<file path="src/hw/rtl/bm_pkg.sv">
package bm_pkg;

    // Field and state widths
    localparam int MV_W    = 15;
    localparam int SUM_W   = 20;
    localparam int CNT_W   = 6;
    localparam int DIV_W   = 4;
    localparam int BLINK_W = 10;
    localparam int TICK_W  = 8;
    localparam int TOG_W   = 4;

    // Averaging window
    localparam int SAMPLES_PER_AVERAGE = 50;
    localparam logic [CNT_W-1:0] SPA_CNT = CNT_W'(SAMPLES_PER_AVERAGE);

    // Divide by the window via reciprocal multiply: floor(x * RECIP / 2^RECIP_SHIFT).
    // Exact for every 20-bit sum and any window of 1..63.
    localparam int RECIP_SHIFT = 26;
    localparam int RECIP_W     = 27;
    localparam logic [RECIP_W-1:0] RECIP =
        RECIP_W'((2 ** RECIP_SHIFT + SAMPLES_PER_AVERAGE - 1) / SAMPLES_PER_AVERAGE);
    localparam int PROD_W = SUM_W + RECIP_W;

    // Saturation limits
    localparam logic [DIV_W-1:0]   DIV_MAX   = '1;
    localparam logic [BLINK_W-1:0] BLINK_MAX = '1;

    // Register file
    localparam int PADDR_W = 5;
    localparam int PDATA_W = 32;

    typedef enum logic [2:0] {
        REG_LOW_THRESHOLD     = 3'd0,
        REG_SAMPLE_PERIOD     = 3'd1,
        REG_WAIT_TICKS        = 3'd2,
        REG_TOGGLE_TICKS      = 3'd3,
        REG_TOGGLES_PER_BURST = 3'd4
    } t_reg_idx;

    localparam logic [MV_W-1:0]    RST_LOW_THRESHOLD     = MV_W'(9600);
    localparam logic [DIV_W-1:0]   RST_SAMPLE_PERIOD     = DIV_W'(3);
    localparam logic [BLINK_W-1:0] RST_WAIT_TICKS        = BLINK_W'(300);
    localparam logic [TICK_W-1:0]  RST_TOGGLE_TICKS      = TICK_W'(20);
    localparam logic [TOG_W-1:0]   RST_TOGGLES_PER_BURST = TOG_W'(6);

    typedef struct packed {
        logic [MV_W-1:0]    low_threshold_mv;
        logic [DIV_W-1:0]   sample_period;
        logic [BLINK_W-1:0] wait_ticks;
        logic [TICK_W-1:0]  toggle_ticks;
        logic [TOG_W-1:0]   toggles_per_burst;
    } t_cfg;

    // Monitor status for the current tick, as seen by the blink sequencer
    typedef struct packed {
        logic            avg_ready;
        logic            alarm;
        logic            silence;
        logic [MV_W-1:0] average_mv;
    } t_mon_stat;

endpackage

</file>
<file path="src/hw/rtl/bm_tick_if.sv">
interface bm_tick_if;
    import bm_pkg::*;

    logic            valid;
    logic            ready;
    logic [MV_W-1:0] battery_mv;

    modport source (output valid, output battery_mv, input ready);
    modport sink   (input valid, input battery_mv, output ready);
endinterface

</file>
<file path="src/hw/rtl/bm_result_if.sv">
interface bm_result_if;
    import bm_pkg::*;

    logic            valid;
    logic            ready;
    logic            led_on;
    logic            buzzer_on;
    logic            low_voltage;
    logic [MV_W-1:0] average_mv;
    logic            average_ready;

    modport source (
        output valid, output led_on, output buzzer_on, output low_voltage,
        output average_mv, output average_ready, input ready
    );
    modport sink (
        input valid, input led_on, input buzzer_on, input low_voltage,
        input average_mv, input average_ready, output ready
    );
endinterface

</file>
<file path="src/hw/rtl/bm_regs.sv">
module bm_regs (
    input  logic                         i_clk,
    input  logic                         i_rst_n,
    input  logic                         psel,
    input  logic                         penable,
    input  logic                         pwrite,
    input  logic [bm_pkg::PADDR_W-1:0]   paddr,
    input  logic [bm_pkg::PDATA_W-1:0]   pwdata,
    output logic [bm_pkg::PDATA_W-1:0]   prdata,
    output logic                         pready,
    output bm_pkg::t_cfg                 o_cfg
);
    import bm_pkg::*;

    t_cfg     r_cfg;
    t_reg_idx w_idx;
    logic     w_wr;

    assign pready = 1'b1;
    assign w_idx  = t_reg_idx'(paddr[PADDR_W-1:2]);
    assign w_wr   = psel && penable && pwrite && pready;
    assign o_cfg  = r_cfg;

    // Register writes
    always_ff @(posedge i_clk) begin
        if (!i_rst_n) begin
            r_cfg.low_threshold_mv  <= RST_LOW_THRESHOLD;
            r_cfg.sample_period     <= RST_SAMPLE_PERIOD;
            r_cfg.wait_ticks        <= RST_WAIT_TICKS;
            r_cfg.toggle_ticks      <= RST_TOGGLE_TICKS;
            r_cfg.toggles_per_burst <= RST_TOGGLES_PER_BURST;
        end else if (w_wr) begin
            unique case (w_idx)
                REG_LOW_THRESHOLD:     r_cfg.low_threshold_mv  <= pwdata[MV_W-1:0];
                REG_SAMPLE_PERIOD:     r_cfg.sample_period     <= pwdata[DIV_W-1:0];
                REG_WAIT_TICKS:        r_cfg.wait_ticks        <= pwdata[BLINK_W-1:0];
                REG_TOGGLE_TICKS:      r_cfg.toggle_ticks      <= pwdata[TICK_W-1:0];
                REG_TOGGLES_PER_BURST: r_cfg.toggles_per_burst <= pwdata[TOG_W-1:0];
                default: ;
            endcase
        end
    end

    // Readback
    always_comb begin
        unique case (w_idx)
            REG_LOW_THRESHOLD:     prdata = PDATA_W'(r_cfg.low_threshold_mv);
            REG_SAMPLE_PERIOD:     prdata = PDATA_W'(r_cfg.sample_period);
            REG_WAIT_TICKS:        prdata = PDATA_W'(r_cfg.wait_ticks);
            REG_TOGGLE_TICKS:      prdata = PDATA_W'(r_cfg.toggle_ticks);
            REG_TOGGLES_PER_BURST: prdata = PDATA_W'(r_cfg.toggles_per_burst);
            default:               prdata = '0;
        endcase
    end

endmodule

</file>
<file path="src/hw/rtl/bm_monitor.sv">
module bm_monitor (
    input  logic                      i_clk,
    input  logic                      i_rst_n,
    input  logic                      i_step,
    input  logic [bm_pkg::MV_W-1:0]   i_mv,
    input  bm_pkg::t_cfg              i_cfg,
    output bm_pkg::t_mon_stat         o_stat
);
    import bm_pkg::*;

    logic [DIV_W-1:0] r_div,   n_div;
    logic [CNT_W-1:0] r_count, n_count;
    logic [SUM_W-1:0] r_sum,   n_sum;
    logic [MV_W-1:0]  r_avg,   n_avg;
    logic             r_alarm, n_alarm;

    logic [DIV_W-1:0]  w_div_inc;
    logic              w_take;
    logic [CNT_W-1:0]  w_count_inc;
    logic              w_done;
    logic [SUM_W:0]    w_sum_ext;
    logic [SUM_W-1:0]  w_sum_sat;
    logic [PROD_W-1:0] w_prod;
    logic [MV_W-1:0]   w_quot;
    logic              w_below;

    // Sample divider and saturating sum
    assign w_div_inc   = (r_div == DIV_MAX) ? r_div : r_div + DIV_W'(1);
    assign w_take      = (w_div_inc >= i_cfg.sample_period);
    assign w_count_inc = r_count + CNT_W'(1);
    assign w_done      = w_take && (w_count_inc == SPA_CNT);
    assign w_sum_ext   = {1'b0, r_sum} + (SUM_W+1)'(i_mv);
    assign w_sum_sat   = w_sum_ext[SUM_W] ? '1 : w_sum_ext[SUM_W-1:0];

    // Average by reciprocal multiply, then threshold compare
    assign w_prod  = PROD_W'(w_sum_sat) * PROD_W'(RECIP);
    assign w_quot  = w_prod[RECIP_SHIFT +: MV_W];
    assign w_below = (w_quot < i_cfg.low_threshold_mv);

    // Next state
    always_comb begin
        n_div   = w_take ? '0 : w_div_inc;
        n_count = r_count;
        n_sum   = r_sum;
        n_avg   = r_avg;
        n_alarm = r_alarm;
        if (w_take) begin
            n_count = w_done ? '0 : w_count_inc;
            n_sum   = w_done ? '0 : w_sum_sat;
        end
        if (w_done) begin
            n_avg   = w_quot;
            n_alarm = w_below;
        end
    end

    always_comb begin
        o_stat.avg_ready  = w_done;
        o_stat.alarm      = n_alarm;
        o_stat.silence    = w_done && !w_below && r_alarm;
        o_stat.average_mv = n_avg;
    end

    always_ff @(posedge i_clk) begin
        if (!i_rst_n) begin
            r_div   <= '0;
            r_count <= '0;
            r_sum   <= '0;
            r_avg   <= '0;
            r_alarm <= 1'b0;
        end else if (i_step) begin
            r_div   <= n_div;
            r_count <= n_count;
            r_sum   <= n_sum;
            r_avg   <= n_avg;
            r_alarm <= n_alarm;
        end
    end

    // Sample count never reaches the window length
    a_count_range: assert property (@(posedge i_clk) disable iff (!i_rst_n)
        r_count < SPA_CNT)
        else $error("sample count out of range");

    // Sum is cleared whenever an average completes
    a_sum_clear: assert property (@(posedge i_clk) disable iff (!i_rst_n)
        i_step && w_done |=> r_sum == '0)
        else $error("sum not cleared after average");

    // Alarm only drops on a completed average
    a_alarm_hold: assert property (@(posedge i_clk) disable iff (!i_rst_n)
        r_alarm && !(i_step && w_done) |=> r_alarm)
        else $error("alarm cleared without an average");

endmodule

</file>
<file path="src/hw/rtl/bm_blink.sv">
module bm_blink (
    input  logic               i_clk,
    input  logic               i_rst_n,
    input  logic               i_step,
    input  bm_pkg::t_cfg       i_cfg,
    input  bm_pkg::t_mon_stat  i_stat,
    output logic               o_led,
    output logic               o_buzzer
);
    import bm_pkg::*;

    logic [BLINK_W-1:0] r_counter, n_counter;
    logic               r_bursting, n_bursting;
    logic [TOG_W-1:0]   r_toggles, n_toggles;
    logic               r_led, n_led;
    logic               r_buzzer, n_buzzer;

    logic [BLINK_W-1:0] w_cnt_inc;
    logic               w_buz_pre;
    logic [TOG_W-1:0]   w_tog_inc;
    logic               w_fire;
    logic               w_end;

    // A silenced alarm turns the buzzer off ahead of the sequencer
    assign w_cnt_inc = (r_counter == BLINK_MAX) ? r_counter : r_counter + BLINK_W'(1);
    assign w_buz_pre = i_stat.silence ? 1'b0 : r_buzzer;
    assign w_tog_inc = r_toggles + TOG_W'(1);
    assign w_fire    = r_bursting && (w_cnt_inc > BLINK_W'(i_cfg.toggle_ticks));
    assign w_end     = w_fire && (w_tog_inc == i_cfg.toggles_per_burst);

    // Sequencer next state
    always_comb begin
        n_counter  = w_cnt_inc;
        n_bursting = r_bursting;
        n_toggles  = r_toggles;
        n_led      = r_led;
        n_buzzer   = w_buz_pre;
        if (!r_bursting) begin
            if (w_cnt_inc > i_cfg.wait_ticks) begin
                n_counter  = '0;
                n_bursting = 1'b1;
            end
        end else if (w_fire) begin
            n_counter = '0;
            n_toggles = w_tog_inc;
            if (!i_stat.alarm) begin
                n_led = !r_led;
            end else begin
                n_buzzer = !w_buz_pre;
                n_led    = 1'b1;
            end
            if (w_end) begin
                if (!i_stat.alarm) begin
                    n_led = 1'b0;
                end else begin
                    n_buzzer = 1'b0;
                end
                n_toggles  = '0;
                n_bursting = 1'b0;
            end
        end
    end

    assign o_led    = n_led;
    assign o_buzzer = n_buzzer;

    always_ff @(posedge i_clk) begin
        if (!i_rst_n) begin
            r_counter  <= '0;
            r_bursting <= 1'b0;
            r_toggles  <= '0;
            r_led      <= 1'b0;
            r_buzzer   <= 1'b0;
        end else if (i_step) begin
            r_counter  <= n_counter;
            r_bursting <= n_bursting;
            r_toggles  <= n_toggles;
            r_led      <= n_led;
            r_buzzer   <= n_buzzer;
        end
    end

    // Toggle count is zero whenever no burst runs
    a_idle_toggles: assert property (@(posedge i_clk) disable iff (!i_rst_n)
        !r_bursting |-> r_toggles == '0)
        else $error("toggle count nonzero while waiting");

    // A burst without alarm leaves the LED off
    a_end_led: assert property (@(posedge i_clk) disable iff (!i_rst_n)
        i_step && w_end && !i_stat.alarm |=> !r_led)
        else $error("LED left on after burst");

    // Silencing the alarm leaves the buzzer off
    a_silence: assert property (@(posedge i_clk) disable iff (!i_rst_n)
        i_step && i_stat.silence |=> !r_buzzer)
        else $error("buzzer on after alarm cleared");

endmodule

</file>
<file path="src/hw/rtl/battery_monitor_blink_alarm.sv">
// Battery monitor with blink/alarm sequencer. Each transfer on i_tick is one
// 10 ms tick carrying the battery voltage in millivolts; each tick yields exactly
// one transfer on o_result with the LED and buzzer levels, the low-voltage flag,
// the latest 50-sample average and a flag marking the tick an average completed.
// A tick passes an input register, then combinational logic (sample sum, a
// reciprocal multiply for the average, threshold compare, blink counters) that
// updates the state and loads the output register. Sustained rate is one tick
// per clock while o_result is ready; the input side keeps taking ticks while
// a result waits, as long as the output register drains. Registers are written
// over the APB port at byte address 4*index; write only while no tick is in
// flight; the block does not check this. Reset restores the documented defaults.
module battery_monitor_blink_alarm (
    input  logic                        i_clk,
    input  logic                        i_rst_n,
    bm_tick_if.sink                     i_tick,
    bm_result_if.source                 o_result,
    input  logic                        psel,
    input  logic                        penable,
    input  logic                        pwrite,
    input  logic [bm_pkg::PADDR_W-1:0]  paddr,
    input  logic [bm_pkg::PDATA_W-1:0]  pwdata,
    output logic [bm_pkg::PDATA_W-1:0]  prdata,
    output logic                        pready
);
    import bm_pkg::*;

    t_cfg       w_cfg;
    t_mon_stat  w_stat;
    logic       w_led;
    logic       w_buzzer;
    logic       w_step;

    logic            r_in_valid;
    logic [MV_W-1:0] r_in_mv;

    logic            r_out_valid;
    logic            r_out_led;
    logic            r_out_buzzer;
    logic            r_out_low;
    logic [MV_W-1:0] r_out_avg;
    logic            r_out_ready;

    // Configuration registers
    bm_regs u_regs (
        .i_clk   (i_clk),
        .i_rst_n (i_rst_n),
        .psel    (psel),
        .penable (penable),
        .pwrite  (pwrite),
        .paddr   (paddr),
        .pwdata  (pwdata),
        .prdata  (prdata),
        .pready  (pready),
        .o_cfg   (w_cfg)
    );

    // Tick advances when the input register holds one and the output can take it
    assign w_step       = r_in_valid && (!r_out_valid || o_result.ready);
    assign i_tick.ready = !r_in_valid || w_step;

    // Input register
    always_ff @(posedge i_clk) begin
        if (!i_rst_n) begin
            r_in_valid <= 1'b0;
        end else if (i_tick.ready) begin
            r_in_valid <= i_tick.valid;
        end
    end

    always_ff @(posedge i_clk) begin
        if (i_tick.valid && i_tick.ready) begin
            r_in_mv <= i_tick.battery_mv;
        end
    end

    // Averaging and alarm decision
    bm_monitor u_monitor (
        .i_clk   (i_clk),
        .i_rst_n (i_rst_n),
        .i_step  (w_step),
        .i_mv    (r_in_mv),
        .i_cfg   (w_cfg),
        .o_stat  (w_stat)
    );

    // Blink sequencer
    bm_blink u_blink (
        .i_clk    (i_clk),
        .i_rst_n  (i_rst_n),
        .i_step   (w_step),
        .i_cfg    (w_cfg),
        .i_stat   (w_stat),
        .o_led    (w_led),
        .o_buzzer (w_buzzer)
    );

    // Output register
    always_ff @(posedge i_clk) begin
        if (!i_rst_n) begin
            r_out_valid <= 1'b0;
        end else if (w_step) begin
            r_out_valid <= 1'b1;
        end else if (o_result.ready) begin
            r_out_valid <= 1'b0;
        end
    end

    always_ff @(posedge i_clk) begin
        if (w_step) begin
            r_out_led    <= w_led;
            r_out_buzzer <= w_buzzer;
            r_out_low    <= w_stat.alarm;
            r_out_avg    <= w_stat.average_mv;
            r_out_ready  <= w_stat.avg_ready;
        end
    end

    assign o_result.valid         = r_out_valid;
    assign o_result.led_on        = r_out_led;
    assign o_result.buzzer_on     = r_out_buzzer;
    assign o_result.low_voltage   = r_out_low;
    assign o_result.average_mv    = r_out_avg;
    assign o_result.average_ready = r_out_ready;

endmodule

</file>
<file path="src/flat_wrapper.sv">
// flat-port wrapper written by rule: the top's interface ports become plain ports
module battery_monitor_blink_alarm_flat import bm_pkg::*;
  (i_clk, i_rst_n, psel, penable, pwrite, paddr, pwdata, prdata, pready, i_tick_valid, i_tick_battery_mv, i_tick_ready, o_result_valid, o_result_led_on, o_result_buzzer_on, o_result_low_voltage, o_result_average_mv, o_result_average_ready, o_result_ready);
  bm_tick_if i_tick_i ();
  bm_result_if o_result_i ();
  input  logic i_clk;
  input  logic i_rst_n;
  input  logic psel;
  input  logic penable;
  input  logic pwrite;
  input  logic [bm_pkg::PADDR_W-1:0] paddr;
  input  logic [bm_pkg::PDATA_W-1:0] pwdata;
  output logic [bm_pkg::PDATA_W-1:0] prdata;
  output logic pready;
  input wire logic [$bits(i_tick_i.valid)-1:0] i_tick_valid;
  input wire logic [$bits(i_tick_i.battery_mv)-1:0] i_tick_battery_mv;
  output wire logic [$bits(i_tick_i.ready)-1:0] i_tick_ready;
  output wire logic [$bits(o_result_i.valid)-1:0] o_result_valid;
  output wire logic [$bits(o_result_i.led_on)-1:0] o_result_led_on;
  output wire logic [$bits(o_result_i.buzzer_on)-1:0] o_result_buzzer_on;
  output wire logic [$bits(o_result_i.low_voltage)-1:0] o_result_low_voltage;
  output wire logic [$bits(o_result_i.average_mv)-1:0] o_result_average_mv;
  output wire logic [$bits(o_result_i.average_ready)-1:0] o_result_average_ready;
  input wire logic [$bits(o_result_i.ready)-1:0] o_result_ready;
  assign i_tick_i.valid = i_tick_valid;
  assign i_tick_i.battery_mv = i_tick_battery_mv;
  assign i_tick_ready = i_tick_i.ready;
  assign o_result_valid = o_result_i.valid;
  assign o_result_led_on = o_result_i.led_on;
  assign o_result_buzzer_on = o_result_i.buzzer_on;
  assign o_result_low_voltage = o_result_i.low_voltage;
  assign o_result_average_mv = o_result_i.average_mv;
  assign o_result_average_ready = o_result_i.average_ready;
  assign o_result_i.ready = o_result_ready;
  battery_monitor_blink_alarm u_core (.i_clk(i_clk), .i_rst_n(i_rst_n), .i_tick(i_tick_i), .o_result(o_result_i), .psel(psel), .penable(penable), .pwrite(pwrite), .paddr(paddr), .pwdata(pwdata), .prdata(prdata), .pready(pready));
endmodule
</file>
<file path="config.mk">
export PLATFORM = sky130hd
export DESIGN_NAME = battery_monitor_blink_alarm_flat
export DESIGN_NICKNAME = d
export VERILOG_FILES = /design/src/hw/rtl/bm_pkg.sv /design/src/hw/rtl/bm_tick_if.sv /design/src/hw/rtl/bm_result_if.sv /design/src/hw/rtl/bm_regs.sv /design/src/hw/rtl/bm_monitor.sv /design/src/hw/rtl/bm_blink.sv /design/src/hw/rtl/battery_monitor_blink_alarm.sv /design/src/flat_wrapper.sv
export SDC_FILE = /design/constraint.sdc
export NUM_CORES = 1
export LEC_CHECK = 0
export BUFFER_PORTS_ARGS = -buffer_cell sky130_fd_sc_hd__buf_4
export CAP_MARGIN = 25
export CORE_ASPECT_RATIO = 2
export CORE_MARGIN = 5
export CORE_UTILIZATION = 40
export CTS_BUF_LIST = sky130_fd_sc_hd__clkbuf_2 sky130_fd_sc_hd__clkbuf_4 sky130_fd_sc_hd__clkbuf_8
export DETAILED_ROUTE_END_ITERATION = 12
export GPL_ROUTABILITY_DRIVEN = 0
export PLACE_DENSITY = 0.66
export SYNTH_ARGS = -nofsm -noshare
export SYNTH_HDL_FRONTEND = slang
export SYNTH_SLANG_ARGS = --single-unit
</file>
<file path="constraint.sdc">
create_clock -name i_clk -period 14.2 [get_ports i_clk]
set_clock_uncertainty 0.05 [all_clocks]
set_input_delay 2.13 -clock i_clk [delete_from_list [all_inputs] [get_ports i_clk]]
set_output_delay 2.13 -clock i_clk [all_outputs]
set_load 0.02 [all_outputs]
</file>
==> run_summary.xml <==
<?xml version="1.0" encoding="UTF-8"?>
<metrics>
  <group name="outcome">
    <metric name="run_status" unit="">complete, no violations</metric>
  </group>
  <group name="detailed_routing">
    <metric name="post_drt_wl_per_cell" unit="µm">18.2</metric>
    <metric name="wl" unit="mm">42.3</metric>
    <metric name="detailroute.via_count" unit="">12180</metric>
    <metric name="viasPerCell" unit="">5.24</metric>
    <metric name="first_iter_violations" unit="">376</metric>
    <metric name="antenna_violating_nets_post_route" unit="">0</metric>
    <metric name="drt_drc_violations_left" unit="">0</metric>
    <metric name="drt_pass1_iterations" unit="">5</metric>
  </group>
  <group name="setup_path">
    <metric name="critical-path-slowest-cell" unit="">sky130_fd_sc_hd__nor2_1</metric>
    <metric name="setup.worst_path.start_class" unit="">flip-flop</metric>
    <metric name="max_stage_delay" unit="ps">580</metric>
    <metric name="r2r.worst_path.cells" unit="">41</metric>
    <metric name="ff2ff_setup_slack" unit="ps">2270</metric>
    <metric name="crit-reg2reg-launch" unit="">u_core.r_in_mv[7]</metric>
    <metric name="crit_path_max_fanout" unit="">12</metric>
    <metric name="cp-startpoint" unit="">u_core.r_in_mv[7]</metric>
    <metric name="critPathCaptureType" unit="">flip-flop</metric>
    <metric name="cp_data_required_time" unit="ps">14510</metric>
    <metric name="critPathKind" unit="">flip-flop to flip-flop</metric>
    <metric name="worst-endpoint-arrival" unit="ps">12250</metric>
    <metric name="critical_path.reg2reg.endpoint" unit="">u_core.u_blink.r_buzzer</metric>
  </group>
  <group name="placed_design">
    <metric name="place_inst" unit="">2288</metric>
    <metric name="dpl_cell_area" unit="µm²">16900</metric>
    <metric name="portBuffers" unit="">75</metric>
    <metric name="post-dp-hpwl" unit="mm">35.6</metric>
  </group>
  <group name="yosys">
    <metric name="synth_sequential_area_ratio" unit="%">19.9</metric>
    <metric name="post-synth-top-area-fraction" unit="%">22.0</metric>
    <metric name="yosys.cell_types.count" unit="">73</metric>
    <metric name="synth_enable_flop_cells" unit="">34</metric>
    <metric name="synth.area.top_cells" unit="">sky130_fd_sc_hd__ha_1, sky130_fd_sc_hd__fa_1, sky130_fd_sc_hd__dfxtp_1, sky130_fd_sc_hd__inv_1, sky130_fd_sc_hd__edfxtp_1</metric>
    <metric name="synthMuxAreaShare" unit="%">2.95</metric>
    <metric name="synth_cell_area" unit="µm²">15800</metric>
    <metric name="synth_xor_area_share" unit="%">2.44</metric>
    <metric name="mapped_cells" unit="">1719</metric>
    <metric name="yosys.area_share.simple" unit="%">12.7</metric>
    <metric name="share_of_synthesized_flip_flops_with_an_asynchronous_set_or_reset" unit="%">0</metric>
    <metric name="ys_ff_latch" unit="">140</metric>
    <metric name="synthesis.area_per_instance" unit="µm²">9.17</metric>
    <metric name="post_synth_fa_ha_maj_area_fraction" unit="%">40.4</metric>
    <metric name="synth_top_family_by_area" unit="">adder cells</metric>
    <metric name="yosys-top-cells-count" unit="">sky130_fd_sc_hd__inv_1, sky130_fd_sc_hd__ha_1, sky130_fd_sc_hd__fa_1</metric>
    <metric name="synth_most_common_cell" unit="">sky130_fd_sc_hd__inv_1</metric>
    <metric name="synth-compound-area-share" unit="%">12.5</metric>
    <metric name="synth_top_area_cell" unit="">sky130_fd_sc_hd__ha_1</metric>
    <metric name="dominantRegCellSynth" unit="">sky130_fd_sc_hd__dfxtp_1</metric>
    <metric name="ys_warns" unit="">0</metric>
  </group>
  <group name="sta">
    <metric name="post-route-period-util" unit="%">84.0</metric>
    <metric name="maxSlewHeadroom" unit="%">37.0</metric>
    <metric name="highest_clock_rate" unit="MHz">83.8</metric>
    <metric name="setup-violations-final" unit="">0</metric>
    <metric name="grt_setup_unrepaired" unit="">no</metric>
    <metric name="setup_tns" unit="ps">0</metric>
    <metric name="post-route-min-period" unit="ps">11930</metric>
    <metric name="hold_slack" unit="ps">420</metric>
    <metric name="report.final.slew_viol_count" unit="">0</metric>
    <metric name="worstMarginPinSlew" unit="ps">937</metric>
    <metric name="hold_viol_final" unit="">0</metric>
  </group>
  <group name="clock_network">
    <metric name="root_buffer" unit="">sky130_fd_sc_hd__clkbuf_8</metric>
    <metric name="clk_pin_slew_worst_paths" unit="ps">100</metric>
    <metric name="cts_tree" unit="">done</metric>
    <metric name="post_cts.resized_instances" unit="">0</metric>
    <metric name="clock_sink_count" unit="">140</metric>
    <metric name="h_tree_depth" unit="">4</metric>
    <metric name="cts-buffers-inserted" unit="">17</metric>
    <metric name="clockBufferDepth" unit="">2</metric>
    <metric name="ctsHoldBuffers" unit="">0</metric>
    <metric name="post_cts.repair.setup_buffers" unit="">0</metric>
    <metric name="clock_insertion_delay_worst_skew" unit="ps">490</metric>
  </group>
  <group name="floorplanning">
    <metric name="placeableCoreArea" unit="µm²">39300</metric>
    <metric name="floorplan.die_area" unit="µm²">43700</metric>
    <metric name="design.portCount" unit="">113</metric>
    <metric name="fp.dieW" unit="µm">150</metric>
    <metric name="fp-row-count" unit="">103</metric>
    <metric name="die_h" unit="µm">291</metric>
    <metric name="initial_core_utilization" unit="%">40.1</metric>
  </group>
  <group name="global_routing">
    <metric name="antenna_found_initial" unit="">1</metric>
    <metric name="grt.overflow.total" unit="">0</metric>
    <metric name="grt_use_total" unit="%">19.6</metric>
    <metric name="grt_pass1_vias" unit="">13050</metric>
    <metric name="wire_length_of_the_first_global_routing_pass" unit="mm">66.7</metric>
    <metric name="grt_max_degree" unit="">70</metric>
  </group>
  <group name="final_layout">
    <metric name="number_of_fill_cells_in_the_layout" unit="">3836</metric>
    <metric name="finalNonFillerCells" unit="">2323</metric>
    <metric name="design_area" unit="µm²">17300</metric>
    <metric name="flow.area_growth_from_synthesis" unit="%">9.75</metric>
    <metric name="fraction_of_layout_cells_with_a_size_suffix_above_1" unit="%">7.85</metric>
    <metric name="layout.nets" unit="">2265</metric>
  </group>
  <group name="hold_path">
    <metric name="whs_path_depth" unit="">2</metric>
    <metric name="worst_hold_path_type" unit="">flip-flop to flip-flop</metric>
    <metric name="worst_hold_path.endpoint" unit="">u_core.u_monitor.r_avg[9]</metric>
    <metric name="min_from" unit="">u_core.u_monitor.r_avg[9]</metric>
  </group>
  <group name="flow_run">
    <metric name="cap_violations" unit="">0</metric>
  </group>
</metrics>
state kept, by name, indices dropped and copies added (netlist names), 4 cells and up:
signal                      flops
u_core.u_monitor.r_div          4
u_core.u_regs.o_cfg            41
u_core.u_monitor.r_sum         20
u_core.r_in_mv                 15
u_core.u_monitor.r_count        6
u_core.u_blink.r_counter       10
u_core.u_monitor.r_avg         15
u_core.o_result.average_mv     15
u_core.u_blink.r_toggles        4
how the worst max path moves through the flow:
| stage | end | slack, ps | depth (start not counted) |
|---|---|---|---|
| after CTS | u_core.u_blink.r_buzzer | 1860 | 38 |
| after detailed placement | u_core.u_blink.r_buzzer | 1920 | 38 |
| after global routing | u_core.u_blink.r_buzzer | 1290 | 40 |
| final | u_core.u_blink.r_buzzer | 2270 | 41 |
| after global placement | u_core.o_result.buzzer_on | 2080 | 38 |
| after floorplan | u_core.u_blink.r_buzzer | 4080 | 40 |
layer usage:
metal | vias up | routed length, µm | track usage [%]
li1 | 5866 | - | -
met3 | 128 | 1210 | 2.25
met2 | 304 | 23700 | 37.7
met4 | 0 | 3680 | 15.3
met5 | - | 0 | 0
met1 | 5882 | 13800 | 18.0
worst max-delay path: cells and delay by family (launching register included):
kind	cells	cell delay, ps
adder cells (fa/ha/maj)	11	4820
AO/OA/AOI/OAI	16	3450
AND/OR/NAND/NOR	7	2170
buffers and inverters	6	660
flip-flops	1	430
XOR/XNOR	1	240
cells in the final DEF (no fill, tap or decap), drive strengths merged, types with 27 or more instances in the layout:
| cell type | Yosys | final |
|---|---|---|
| dfxtp | 106 | 106 |
| buf | 21 | 86 |
| a21boi | 28 | 28 |
| edfxtp | 34 | 34 |
| nor2b | 55 | 55 |
| ha | 277 | 277 |
| o21ai | 49 | 49 |
| xnor2 | 27 | 27 |
| mux2i | 36 | 36 |
| inv | 304 | 313 |
| nand3 | 39 | 39 |
| nand2 | 144 | 144 |
| fa | 145 | 145 |
| a21oi | 72 | 72 |
| nor2 | 69 | 69 |
cell type report:
class                           count  area [µm²]  area share [%]
Multi-Input combinational cell   1233       11300            65.1
Sequential cell                   140        3140            18.2
Inverter                          304        1140            6.59
Timing Repair Buffer               88         663            3.83
Tap cell                          525         657            3.80
Clock buffer                       17         234            1.35
Clock inverter                     15         196            1.14
Antenna cell                        1        2.50          0.0145
cells by family (layout without fill, tap and decap cells):
group                    Yosys count  count (layout)
adder cells (fa/ha/maj)          422             422
AND/OR/NAND/NOR                  413             413
buffers and inverters            362             424
AO/OA/AOI/OAI                    291             291
flip-flops                       140             140
multiplexers                      45              45
XOR/XNOR                          44              44
other                              2              19
per-stage QoR:
step,setup WS (ps),utilization [%]
detailed placement,1920,42.9
finish,2270,44.0
global placement,2080,42.9
CTS,1860,44.0
global route,1290,44.0
floorplan,4080,-
Power is not shown: default switching activity piles up to over one toggle a cycle in this logic, so the estimate is an artifact.
